`src/hdl/var_pkg.sv`:
```
// shared types and constants of the voice activity rate tracker
`timescale 1ns / 1ps
package var_pkg;

    localparam int ONSET_DEPTH_DEF = 32;
    localparam int SR_W            = 18;
    localparam int THR_W           = 16;
    localparam int WIN_W           = 20;
    localparam int LEN_W           = 16;
    localparam int RMS_W           = 16;
    localparam int CNT_W           = 48;
    localparam int Q_W             = 16;
    localparam int CFG_IDX_W       = 2;
    localparam int CFG_DATA_W      = 20;

    localparam logic [CNT_W-1:0] CNT_MAX = '1;
    localparam logic [Q_W-1:0]   Q_MAX   = '1;
    localparam logic [SR_W-1:0]  SR_RST  = 18'd48000;
    localparam logic [THR_W-1:0] THR_RST = 16'd1024;
    localparam logic [WIN_W-1:0] WIN_RST = 20'd240000;

    // input command codes
    localparam logic CMD_ANALYZE = 1'b0;
    localparam logic CMD_CLEAR   = 1'b1;

    // configuration register indexes
    typedef enum logic [CFG_IDX_W-1:0] {
        CFG_SAMPLE_RATE     = 2'd0,
        CFG_VOICE_THRESHOLD = 2'd1,
        CFG_HISTORY_WINDOW  = 2'd2
    } t_cfg_idx;

    // controller to datapath commands
    typedef struct packed {
        logic load;
        logic update;
        logic rd_last;
        logic pop;
        logic cap_first;
        logic cap_last;
        logic p_init;
        logic r_init;
        logic div_step;
        logic p_store;
        logic out_load;
    } t_cmd;

    // datapath to controller status
    typedef struct packed {
        logic is_clear;
        logic evict;
        logic div_done;
    } t_sts;

endpackage

```
`src/hdl/var_ctrl.sv`:
```
// sequencing state machine of the voice activity rate tracker
`timescale 1ns / 1ps
module var_ctrl (
    input  logic          i_clk,
    input  logic          i_rst_n,
    input  logic          i_in_valid,
    output logic          o_in_ready,
    output logic          o_out_valid,
    input  logic          i_out_ready,
    input  var_pkg::t_sts i_sts,
    output var_pkg::t_cmd o_cmd
);

    typedef enum logic [11:0] {
        S_IDLE   = 12'b000000000001,
        S_UPDATE = 12'b000000000010,
        S_EV_RD  = 12'b000000000100,
        S_EV_CHK = 12'b000000001000,
        S_P_INIT = 12'b000000010000,
        S_P_DIV  = 12'b000000100000,
        S_R_RDF  = 12'b000001000000,
        S_R_RDL  = 12'b000010000000,
        S_R_MUL  = 12'b000100000000,
        S_R_INIT = 12'b001000000000,
        S_R_DIV  = 12'b010000000000,
        S_FINISH = 12'b100000000000
    } t_state;

    t_state r_state, n_state;
    logic   r_out_valid, n_out_valid;

    // next state and commands
    always_comb begin
        n_state = r_state;
        o_cmd   = '0;
        unique case (r_state)
            S_IDLE: begin
                if (i_in_valid) begin
                    o_cmd.load = 1'b1;
                    n_state    = S_UPDATE;
                end
            end
            S_UPDATE: begin
                o_cmd.update = 1'b1;
                n_state      = i_sts.is_clear ? S_FINISH : S_EV_RD;
            end
            S_EV_RD: begin
                n_state = S_EV_CHK;
            end
            S_EV_CHK: begin
                if (i_sts.evict) begin
                    o_cmd.pop = 1'b1;
                    n_state   = S_EV_RD;
                end else begin
                    n_state = S_P_INIT;
                end
            end
            S_P_INIT: begin
                o_cmd.p_init = 1'b1;
                n_state      = S_P_DIV;
            end
            S_P_DIV: begin
                if (i_sts.div_done) begin
                    o_cmd.p_store = 1'b1;
                    n_state       = S_R_RDF;
                end else begin
                    o_cmd.div_step = 1'b1;
                end
            end
            S_R_RDF: begin
                n_state = S_R_RDL;
            end
            S_R_RDL: begin
                o_cmd.cap_first = 1'b1;
                o_cmd.rd_last   = 1'b1;
                n_state         = S_R_MUL;
            end
            S_R_MUL: begin
                o_cmd.cap_last = 1'b1;
                n_state        = S_R_INIT;
            end
            S_R_INIT: begin
                o_cmd.r_init = 1'b1;
                n_state      = S_R_DIV;
            end
            S_R_DIV: begin
                if (i_sts.div_done) begin
                    n_state = S_FINISH;
                end else begin
                    o_cmd.div_step = 1'b1;
                end
            end
            S_FINISH: begin
                if (!r_out_valid || i_out_ready) begin
                    o_cmd.out_load = 1'b1;
                    n_state        = S_IDLE;
                end
            end
            default: begin
                n_state = S_IDLE;
            end
        endcase
    end

    // output word valid
    always_comb begin
        if (o_cmd.out_load) begin
            n_out_valid = 1'b1;
        end else if (i_out_ready) begin
            n_out_valid = 1'b0;
        end else begin
            n_out_valid = r_out_valid;
        end
    end

    always_ff @(posedge i_clk) begin
        if (!i_rst_n) begin
            r_state     <= S_IDLE;
            r_out_valid <= 1'b0;
        end else begin
            r_state     <= n_state;
            r_out_valid <= n_out_valid;
        end
    end

    assign o_in_ready  = (r_state == S_IDLE);
    assign o_out_valid = r_out_valid;

endmodule

```
`src/hdl/var_datapath.sv`:
```
// counters, onset ring, shared divider and output registers
`timescale 1ns / 1ps
module var_datapath #(
    parameter int DEPTH = var_pkg::ONSET_DEPTH_DEF
) (
    input  logic                           i_clk,
    input  logic                           i_rst_n,
    input  logic                           i_cfg_we,
    input  logic [var_pkg::CFG_IDX_W-1:0]  i_cfg_idx,
    input  logic [var_pkg::CFG_DATA_W-1:0] i_cfg_data,
    input  logic                           i_command,
    input  logic [var_pkg::LEN_W-1:0]      i_frame_length,
    input  logic [var_pkg::RMS_W-1:0]      i_rms_level,
    input  var_pkg::t_cmd                  i_cmd,
    output var_pkg::t_sts                  o_sts,
    output logic                           o_voiced,
    output logic [var_pkg::Q_W-1:0]        o_pause_q16,
    output logic [var_pkg::Q_W-1:0]        o_rate_q8
);

    localparam int CNT_W = var_pkg::CNT_W;
    localparam int Q_W   = var_pkg::Q_W;
    localparam int AW    = $clog2(DEPTH);
    localparam int CW    = $clog2(DEPTH + 1);
    localparam int PW    = AW + var_pkg::SR_W;
    localparam int NW    = PW + 8;
    localparam int SW    = $clog2(NW + 1);

    typedef logic [AW:0] t_sum;

    // configuration
    logic [var_pkg::SR_W-1:0]  r_sr;
    logic [var_pkg::THR_W-1:0] r_thr;
    logic [var_pkg::WIN_W-1:0] r_win;

    // captured word
    logic                      r_clr;
    logic [var_pkg::LEN_W-1:0] r_len;
    logic [var_pkg::RMS_W-1:0] r_rms;

    // statistics and ring control
    logic [CNT_W-1:0] r_total, r_vcnt;
    logic             r_prev, r_voice;
    logic [AW-1:0]    r_head;
    logic [CW-1:0]    r_count;

    // ring memory
    logic [CNT_W-1:0] r_mem [DEPTH];
    logic [CNT_W-1:0] r_rdata;

    // rate operands
    logic [CNT_W-1:0] r_first, r_last;
    logic [PW-1:0]    r_prod;

    // divider
    logic [CNT_W-1:0] r_rem, r_dvs;
    logic [NW-1:0]    r_num, r_q;
    logic [SW-1:0]    r_step;
    logic [Q_W-1:0]   r_pause;

    // output word
    logic             r_o_voice;
    logic [Q_W-1:0]   r_o_pause, r_o_rate;

    logic             voiced, onset, full, evict_cmp, rate_ok;
    logic [CNT_W:0]   sum_t, sum_v, ev_sum, dv_t, dv_d;
    logic [CNT_W-1:0] n_total, n_vcnt;
    t_sum             tail_sum;
    logic [AW-1:0]    tail_idx, last_idx, rd_addr, head_inc, cm1;
    logic             dv_ge;
    logic [Q_W-1:0]   rate_val;

    // frame update values
    assign voiced  = r_rms > r_thr;
    assign sum_t   = {1'b0, r_total} + (CNT_W + 1)'(r_len);
    assign sum_v   = {1'b0, r_vcnt} + (CNT_W + 1)'(r_len);
    assign n_total = sum_t[CNT_W] ? var_pkg::CNT_MAX : sum_t[CNT_W-1:0];
    assign n_vcnt  = voiced ? (sum_v[CNT_W] ? var_pkg::CNT_MAX : sum_v[CNT_W-1:0]) : r_vcnt;
    assign onset   = voiced && !r_prev;
    assign full    = (r_count == CW'(DEPTH));

    // ring indexes
    assign tail_sum = t_sum'(r_head) + t_sum'(r_count);
    assign tail_idx = (tail_sum >= t_sum'(DEPTH)) ? AW'(tail_sum - t_sum'(DEPTH))
                                                 : AW'(tail_sum);
    assign last_idx = (tail_idx == '0) ? AW'(DEPTH - 1) : tail_idx - AW'(1);
    assign head_inc = (r_head == AW'(DEPTH - 1)) ? '0 : r_head + AW'(1);
    assign rd_addr  = i_cmd.rd_last ? last_idx : r_head;
    assign cm1      = AW'(r_count - CW'(1));

    // eviction test on the oldest onset
    assign ev_sum    = {1'b0, r_rdata} + (CNT_W + 1)'(r_win);
    assign evict_cmp = ev_sum < {1'b0, r_total};

    // one restoring divider step
    assign dv_t  = {r_rem, r_num[NW-1]};
    assign dv_ge = dv_t >= {1'b0, r_dvs};
    assign dv_d  = dv_t - {1'b0, r_dvs};

    // speech rate from the quotient
    assign rate_ok  = (r_count >= CW'(2)) && (r_last > r_first);
    assign rate_val = !rate_ok ? '0 : ((|r_q[NW-1:Q_W]) ? var_pkg::Q_MAX : r_q[Q_W-1:0]);

    assign o_sts.is_clear = (r_clr == var_pkg::CMD_CLEAR);
    assign o_sts.evict    = (r_count != '0) && evict_cmp;
    assign o_sts.div_done = (r_step == '0);

    // configuration registers
    always_ff @(posedge i_clk) begin
        if (!i_rst_n) begin
            r_sr  <= var_pkg::SR_RST;
            r_thr <= var_pkg::THR_RST;
            r_win <= var_pkg::WIN_RST;
        end else if (i_cfg_we) begin
            unique case (var_pkg::t_cfg_idx'(i_cfg_idx))
                var_pkg::CFG_SAMPLE_RATE:     r_sr  <= i_cfg_data[var_pkg::SR_W-1:0];
                var_pkg::CFG_VOICE_THRESHOLD: r_thr <= i_cfg_data[var_pkg::THR_W-1:0];
                var_pkg::CFG_HISTORY_WINDOW:  r_win <= i_cfg_data[var_pkg::WIN_W-1:0];
                default: ;
            endcase
        end
    end

    // statistics and ring pointers
    always_ff @(posedge i_clk) begin
        if (!i_rst_n) begin
            r_total <= '0;
            r_vcnt  <= '0;
            r_prev  <= 1'b0;
            r_head  <= '0;
            r_count <= '0;
        end else if (i_cmd.update) begin
            if (r_clr == var_pkg::CMD_CLEAR) begin
                r_total <= '0;
                r_vcnt  <= '0;
                r_prev  <= 1'b0;
                r_head  <= '0;
                r_count <= '0;
            end else begin
                r_total <= n_total;
                r_vcnt  <= n_vcnt;
                r_prev  <= voiced;
                if (onset) begin
                    if (full) begin
                        r_head <= head_inc;
                    end else begin
                        r_count <= r_count + CW'(1);
                    end
                end
            end
        end else if (i_cmd.pop) begin
            r_head  <= head_inc;
            r_count <= r_count - CW'(1);
        end
    end

    // onset ring memory
    always_ff @(posedge i_clk) begin
        if (i_cmd.update && (r_clr != var_pkg::CMD_CLEAR) && onset) begin
            r_mem[full ? r_head : tail_idx] <= n_total;
        end
        r_rdata <= r_mem[rd_addr];
    end

    // captured word, rate operands and divider
    always_ff @(posedge i_clk) begin
        if (i_cmd.load) begin
            r_clr <= i_command;
            r_len <= i_frame_length;
            r_rms <= i_rms_level;
        end
        if (i_cmd.update) begin
            r_voice <= (r_clr != var_pkg::CMD_CLEAR) && voiced;
        end
        if (i_cmd.cap_first) begin
            r_first <= r_rdata;
        end
        if (i_cmd.cap_last) begin
            r_last <= r_rdata;
            r_prod <= PW'(cm1) * PW'(r_sr);
        end
        if (i_cmd.p_init) begin
            r_rem  <= r_total - r_vcnt;
            r_dvs  <= r_total;
            r_num  <= '0;
            r_q    <= '0;
            r_step <= SW'(Q_W);
        end else if (i_cmd.r_init) begin
            r_rem  <= '0;
            r_dvs  <= r_last - r_first;
            r_num  <= {r_prod, 8'd0};
            r_q    <= '0;
            r_step <= SW'(NW);
        end else if (i_cmd.div_step) begin
            r_rem  <= dv_ge ? dv_d[CNT_W-1:0] : dv_t[CNT_W-1:0];
            r_num  <= {r_num[NW-2:0], 1'b0};
            r_q    <= {r_q[NW-2:0], dv_ge};
            r_step <= r_step - SW'(1);
        end
        if (i_cmd.p_store) begin
            if (r_total == '0) begin
                r_pause <= '0;
            end else if (r_vcnt == '0) begin
                r_pause <= var_pkg::Q_MAX;
            end else begin
                r_pause <= r_q[Q_W-1:0];
            end
        end
        if (i_cmd.out_load) begin
            if (r_clr == var_pkg::CMD_CLEAR) begin
                r_o_voice <= 1'b0;
                r_o_pause <= '0;
                r_o_rate  <= '0;
            end else begin
                r_o_voice <= r_voice;
                r_o_pause <= r_pause;
                r_o_rate  <= rate_val;
            end
        end
    end

    assign o_voiced    = r_o_voice;
    assign o_pause_q16 = r_o_pause;
    assign o_rate_q8   = r_o_rate;

endmodule

```
`src/hdl/voice_activity_rate_tracker_unit.sv`:
```
// Voice activity rate tracker: one frame word in, one result word out. An
// analyze word runs the single shared restoring divider twice (16 steps for
// pause ratio, NW steps for speech rate, where NW = log2(ONSET_DEPTH) + 26 is
// the width of the speech rate division, 31 at the default depth of 32) and
// an eviction loop, which reads the oldest onset from the ring memory's one
// registered read port per check; a clear word skips both. One word is in
// work at a time; a finished result waits in the output register while the
// next word is accepted. The onset ring needs no clearing pass after reset.
`timescale 1ns / 1ps
module voice_activity_rate_tracker_unit #(
    parameter int ONSET_DEPTH = var_pkg::ONSET_DEPTH_DEF
) (
    input  logic                           i_clk,
    input  logic                           i_rst_n,
    input  logic                           i_cfg_we,
    input  logic [var_pkg::CFG_IDX_W-1:0]  i_cfg_idx,
    input  logic [var_pkg::CFG_DATA_W-1:0] i_cfg_data,
    input  logic                           i_in_valid,
    output logic                           o_in_ready,
    input  logic                           i_command,
    input  logic [var_pkg::LEN_W-1:0]      i_frame_length,
    input  logic [var_pkg::RMS_W-1:0]      i_rms_level,
    output logic                           o_out_valid,
    input  logic                           i_out_ready,
    output logic                           o_voiced,
    output logic [var_pkg::Q_W-1:0]        o_pause_q16,
    output logic [var_pkg::Q_W-1:0]        o_rate_q8
);

    var_pkg::t_cmd cmd;
    var_pkg::t_sts sts;

    // sequencer
    var_ctrl u_ctrl (
        .i_clk       (i_clk),
        .i_rst_n     (i_rst_n),
        .i_in_valid  (i_in_valid),
        .o_in_ready  (o_in_ready),
        .o_out_valid (o_out_valid),
        .i_out_ready (i_out_ready),
        .i_sts       (sts),
        .o_cmd       (cmd)
    );

    // datapath
    var_datapath #(
        .DEPTH (ONSET_DEPTH)
    ) u_dp (
        .i_clk          (i_clk),
        .i_rst_n        (i_rst_n),
        .i_cfg_we       (i_cfg_we),
        .i_cfg_idx      (i_cfg_idx),
        .i_cfg_data     (i_cfg_data),
        .i_command      (i_command),
        .i_frame_length (i_frame_length),
        .i_rms_level    (i_rms_level),
        .i_cmd          (cmd),
        .o_sts          (sts),
        .o_voiced       (o_voiced),
        .o_pause_q16    (o_pause_q16),
        .o_rate_q8      (o_rate_q8)
    );

endmodule

```
`config.mk`:
```
export PLATFORM = sky130hd
export DESIGN_NAME = voice_activity_rate_tracker_unit
export DESIGN_NICKNAME = d
export VERILOG_FILES = /design/src/hdl/var_pkg.sv /design/src/hdl/var_ctrl.sv /design/src/hdl/var_datapath.sv /design/src/hdl/voice_activity_rate_tracker_unit.sv
export SDC_FILE = /design/constraint.sdc
export NUM_CORES = 2
export LEC_CHECK = 0
export BUFFER_PORTS_ARGS = -buffer_cell sky130_fd_sc_hd__buf_2
export CAP_MARGIN = 20
export CORE_ASPECT_RATIO = 0.6
export CORE_UTILIZATION = 30
export DETAILED_ROUTE_END_ITERATION = 6
export PLACE_DENSITY = 0.5
export SYNTH_ARGS = -nofsm -noshare
export SYNTH_HDL_FRONTEND = slang
export SYNTH_HIERARCHICAL = 1
export SYNTH_SLANG_ARGS = --single-unit
```
`constraint.sdc`:
```
create_clock -name i_clk -period 7.61 [get_ports i_clk]
set_clock_uncertainty 0.05 [all_clocks]
set_input_delay 1.1415 -clock i_clk [delete_from_list [all_inputs] [get_ports i_clk]]
set_output_delay 1.1415 -clock i_clk [all_outputs]
set_load 0.05 [all_outputs]
```
==> results.json <==
{
  "ios": 95,
  "setup_viol": 0,
  "outcome": "complete, no violations",
  "min_period_over_period": 0.938,
  "tightest_slew_ns": 1.22,
  "grtUsageMet1": 0.282,
  "total_power_uw": 26100,
  "wl_um": 301000,
  "synth_seq_cells": 2116,
  "tns_ns": 0,
  "fin_crit_ns": 7.14,
  "avgSynthCellArea_um2": 13.6,
  "dieArea_mm2": 0.326,
  "rows": 161,
  "hold_viol_final": 0,
  "crit_slowest_cell": "nor4_2",
  "hp-class": "in2reg",
  "path_clk_slew_ns": 0.07,
  "start_kind": "register",
  "required_ns": 8.29,
  "tritoncts": "done",
  "synthArstFlopShare": 0,
  "synth_ff_type": "edfxtp_1",
  "drtIter0Drc": 6764,
  "critPathBufInv": 3,
  "wl_per_cell_um": 25.6,
  "core_area_mm2": 0.322,
  "cap_violations": 0,
  "cts-root-buf": "clkbuf_16",
  "rsz0062_at_grt": "no",
  "drt_pass1_iterations": 6,
  "relSlewSlack": 0.185,
  "synthCells": 7130,
  "ys_warn_count": 6,
  "grt_use_total": 0.180,
  "fin_nets": 7704,
  "port_buffers": 94,
  "synth_edf_count": 1834,
  "synth_area_leader_cell": "edfxtp_1",
  "cts_buffers": 201,
  "antenna_found_initial": 15,
  "grt_max_degree": 128,
  "leakagePower_uw": 0.0382,
  "crit_arrival_ns": 7.82,
  "ant_nets": 0,
  "die_x_um": 737,
  "globalRoute.totalOverflow": 0,
  "max_stage_delay_ns": 0.45,
  "powerDensity_mw_per_mm2": 236,
  "ys_seq_area_frac": 0.625,
  "gp_congestion": 0.906,
  "die_h_um": 443,
  "synth.top_cells.by_area": "edfxtp_1, mux4_2, dfxtp_1",
  "drive_above_1_share": 0.147,
  "cts_sinks": 2116,
  "busiest_layer": "met1",
  "grt_pass1_wl_um": 430000,
  "synthesis.nets": 7547,
  "ctsLongestPathBuffers": 4,
  "fill_cells": 31342,
  "drcViolationCount": 0,
  "vias": 61809,
  "hpwlAfterDp_um": 197000,
  "use_met3": 0.0639,
  "critical_path_class": "reg2reg",
  "stdcell_count": 11767,
  "htree_levels": 4,
  "ir_drop_mv": 0.227,
  "dp.cells": 11382,
  "maxClockFrequency_ghz": 0.140,
  "synth_top_area_share": 0.567,
  "synthesis.area_mm2": 0.0971,
  "grt_pass1_vias": 59786,
  "slew_viol_final": 0,
  "cp-end-kind": "register",
  "yosysUniqueCellTypes": 110,
  "crit_family": "compound AO/OA/AOI/OAI gates",
  "gr-usage-met2": 0.235,
  "utilization": 0.344,
  "area_growth_pct": 13.7,
  "insertion_delay_ns": 0.88,
  "crit_fanout": 7,
  "cts_hold_buf": 0,
  "vias_per_cell": 5.25,
  "start_util": 0.302
}
-- stage by stage --
step	hold WS [ns]	worst slack, ns	cell area [um2]
final	0.384	0.470	111000
after global placement	0.390	0.398	103000
after CTS	0.313	0.346	110000
after detailed placement	0.397	0.397	104000
after floorplan	0.380	0.310	97100
after global routing	0.335	0.0677	110000
-- flip-flops by register name (all words and copies together) (netlist names), 5 cells and up --
signal	flops
u_dp/r_prod	23
u_dp/r_head	5
u_dp/r_count	6
u_dp/r_sr	18
u_dp/r_num	23
u_dp/o_pause_q16	16
u_dp/r_q	31
u_dp/r_step	5
u_dp/r_mem	1536
u_dp/r_pause	16
u_ctrl/r_state	12
u_dp/r_win	20
u_dp/r_total	48
u_dp/o_rate_q8	16
u_dp/r_rem	48
u_dp/r_rms	16
u_dp/r_rdata	48
u_dp/r_vcnt	48
u_dp/r_dvs	48
u_dp/r_len	16
u_dp/r_last	48
u_dp/r_first	48
u_dp/r_thr	16
-- metal layers --
layer | vias up | wire (um)
li1 | 27204 | -
met1 | 31779 | 146000
met2 | 2467 | 116000
met3 | 351 | 33500
met4 | 8 | 5930
met5 | - | 57
-- layout by cell type, fill, tap and decap left out, drive strengths merged, types with 86 or more instances in the layout --
| master | instances |
|---|---|
| edfxtp | 1834 |
| nand2 | 879 |
| mux4 | 384 |
| nor2 | 361 |
| a21oi | 360 |
| inv | 346 |
| nand3 | 342 |
| ha | 302 |
| o21ai | 302 |
| buf | 288 |
| dfxtp | 282 |
| clkbuf | 255 |
| xnor2 | 147 |
| a21o | 143 |
| xor2 | 100 |
| nor3 | 86 |
-- power breakdown --
| group | total (uW) | switching [uW] | internal (uW) |
|---|---|---|---|
| Combinational | 2990 | 1780 | 1210 |
| Sequential | 12900 | 88.6 | 12800 |
| Clock | 10200 | 4560 | 5630 |
-- cells by family after synthesis --
| logic type | after synthesis | synth area share |
|---|---|---|
| AOI/OAI and AO/OA | 1199 | 0.0782 |
| DFF | 2116 | 0.625 |
| adders and majority gates | 357 | 0.0502 |
| and+or+nand+nor | 2076 | 0.0984 |
| xor gates and xnor gates | 247 | 0.0223 |
| muxes | 459 | 0.0968 |
| buffers and inverters | 676 | 0.0291 |
-- area by class of cell --
cell class / count / area, um2 / share of cell area
Inverter: 342 / 1290 / 0.0117
Antenna cell: 5 / 12.5 / 0.000113
Sequential cell: 2116 / 60700 / 0.549
Clock buffer: 255 / 5360 / 0.0485
Clock inverter: 104 / 1070 / 0.00969
Timing Repair Buffer: 288 / 2610 / 0.0236
Tap cell: 4319 / 5400 / 0.0489
Multi-Input combinational cell: 4338 / 34000 / 0.308
-- worst reg2reg max path: cells and delay by family (launching register included) --
kind | cells | cell delay (ns)
AO/OA/AOI/OAI | 12 | 2.97
AND/OR/NAND/NOR | 9 | 2.10
adder cells (fa/ha/maj) | 3 | 0.96
buffers and inverters | 3 | 0.52
flip-flops | 1 | 0.32
XOR/XNOR | 1 | 0.07
-- cell usage after synthesis (27+ instances only) --
master	count
o21ai_0	241
a31oi_1	40
mux2i_1	70
a21o_1	143
o21ai_1	57
o22ai_1	40
nor2_1	360
and3_1	34
a211oi_1	28
o21bai_1	27
edfxtp_1	1834
a21oi_1	356
nor4_1	49
fa_1	55
nor3_1	83
inv_1	336
xor2_1	100
ha_1	302
and2_1	56
nand2_1	879
clkbuf_1	243
nand4_1	57
nor2b_1	70
o21a_1	52
dfxtp_1	282
nand2b_1	46
or3_1	27
mux4_2	384
xnor2_1	147
nand3_1	342
-- path summary, 6_finish.rpt --
| check | cells after the start | endpoint | slack (ns) | startpoint |
|---|---|---|---|---|
| worst min register to register | 0 | u_dp/r_first[8] | 0.39 | u_dp/r_rdata[8] |
| worst max-delay path | 28 | u_dp/r_count[5] | 0.47 | u_dp/r_win[0] |
| worst min-delay path | 1 | u_dp/r_rms[0] | 0.38 | i_rms_level[0] |
| worst max register to register | 28 | u_dp/r_count[5] | 0.47 | u_dp/r_win[0] |
-- timing repair --
item | CTS | global route
hold endpoints to repair | 0 | 0
resized for setup | 0 | 2
setup buffers | 0 | 0
endpoints found under the setup margin | 0 | 9
Power figures use the tool's default switching activity.
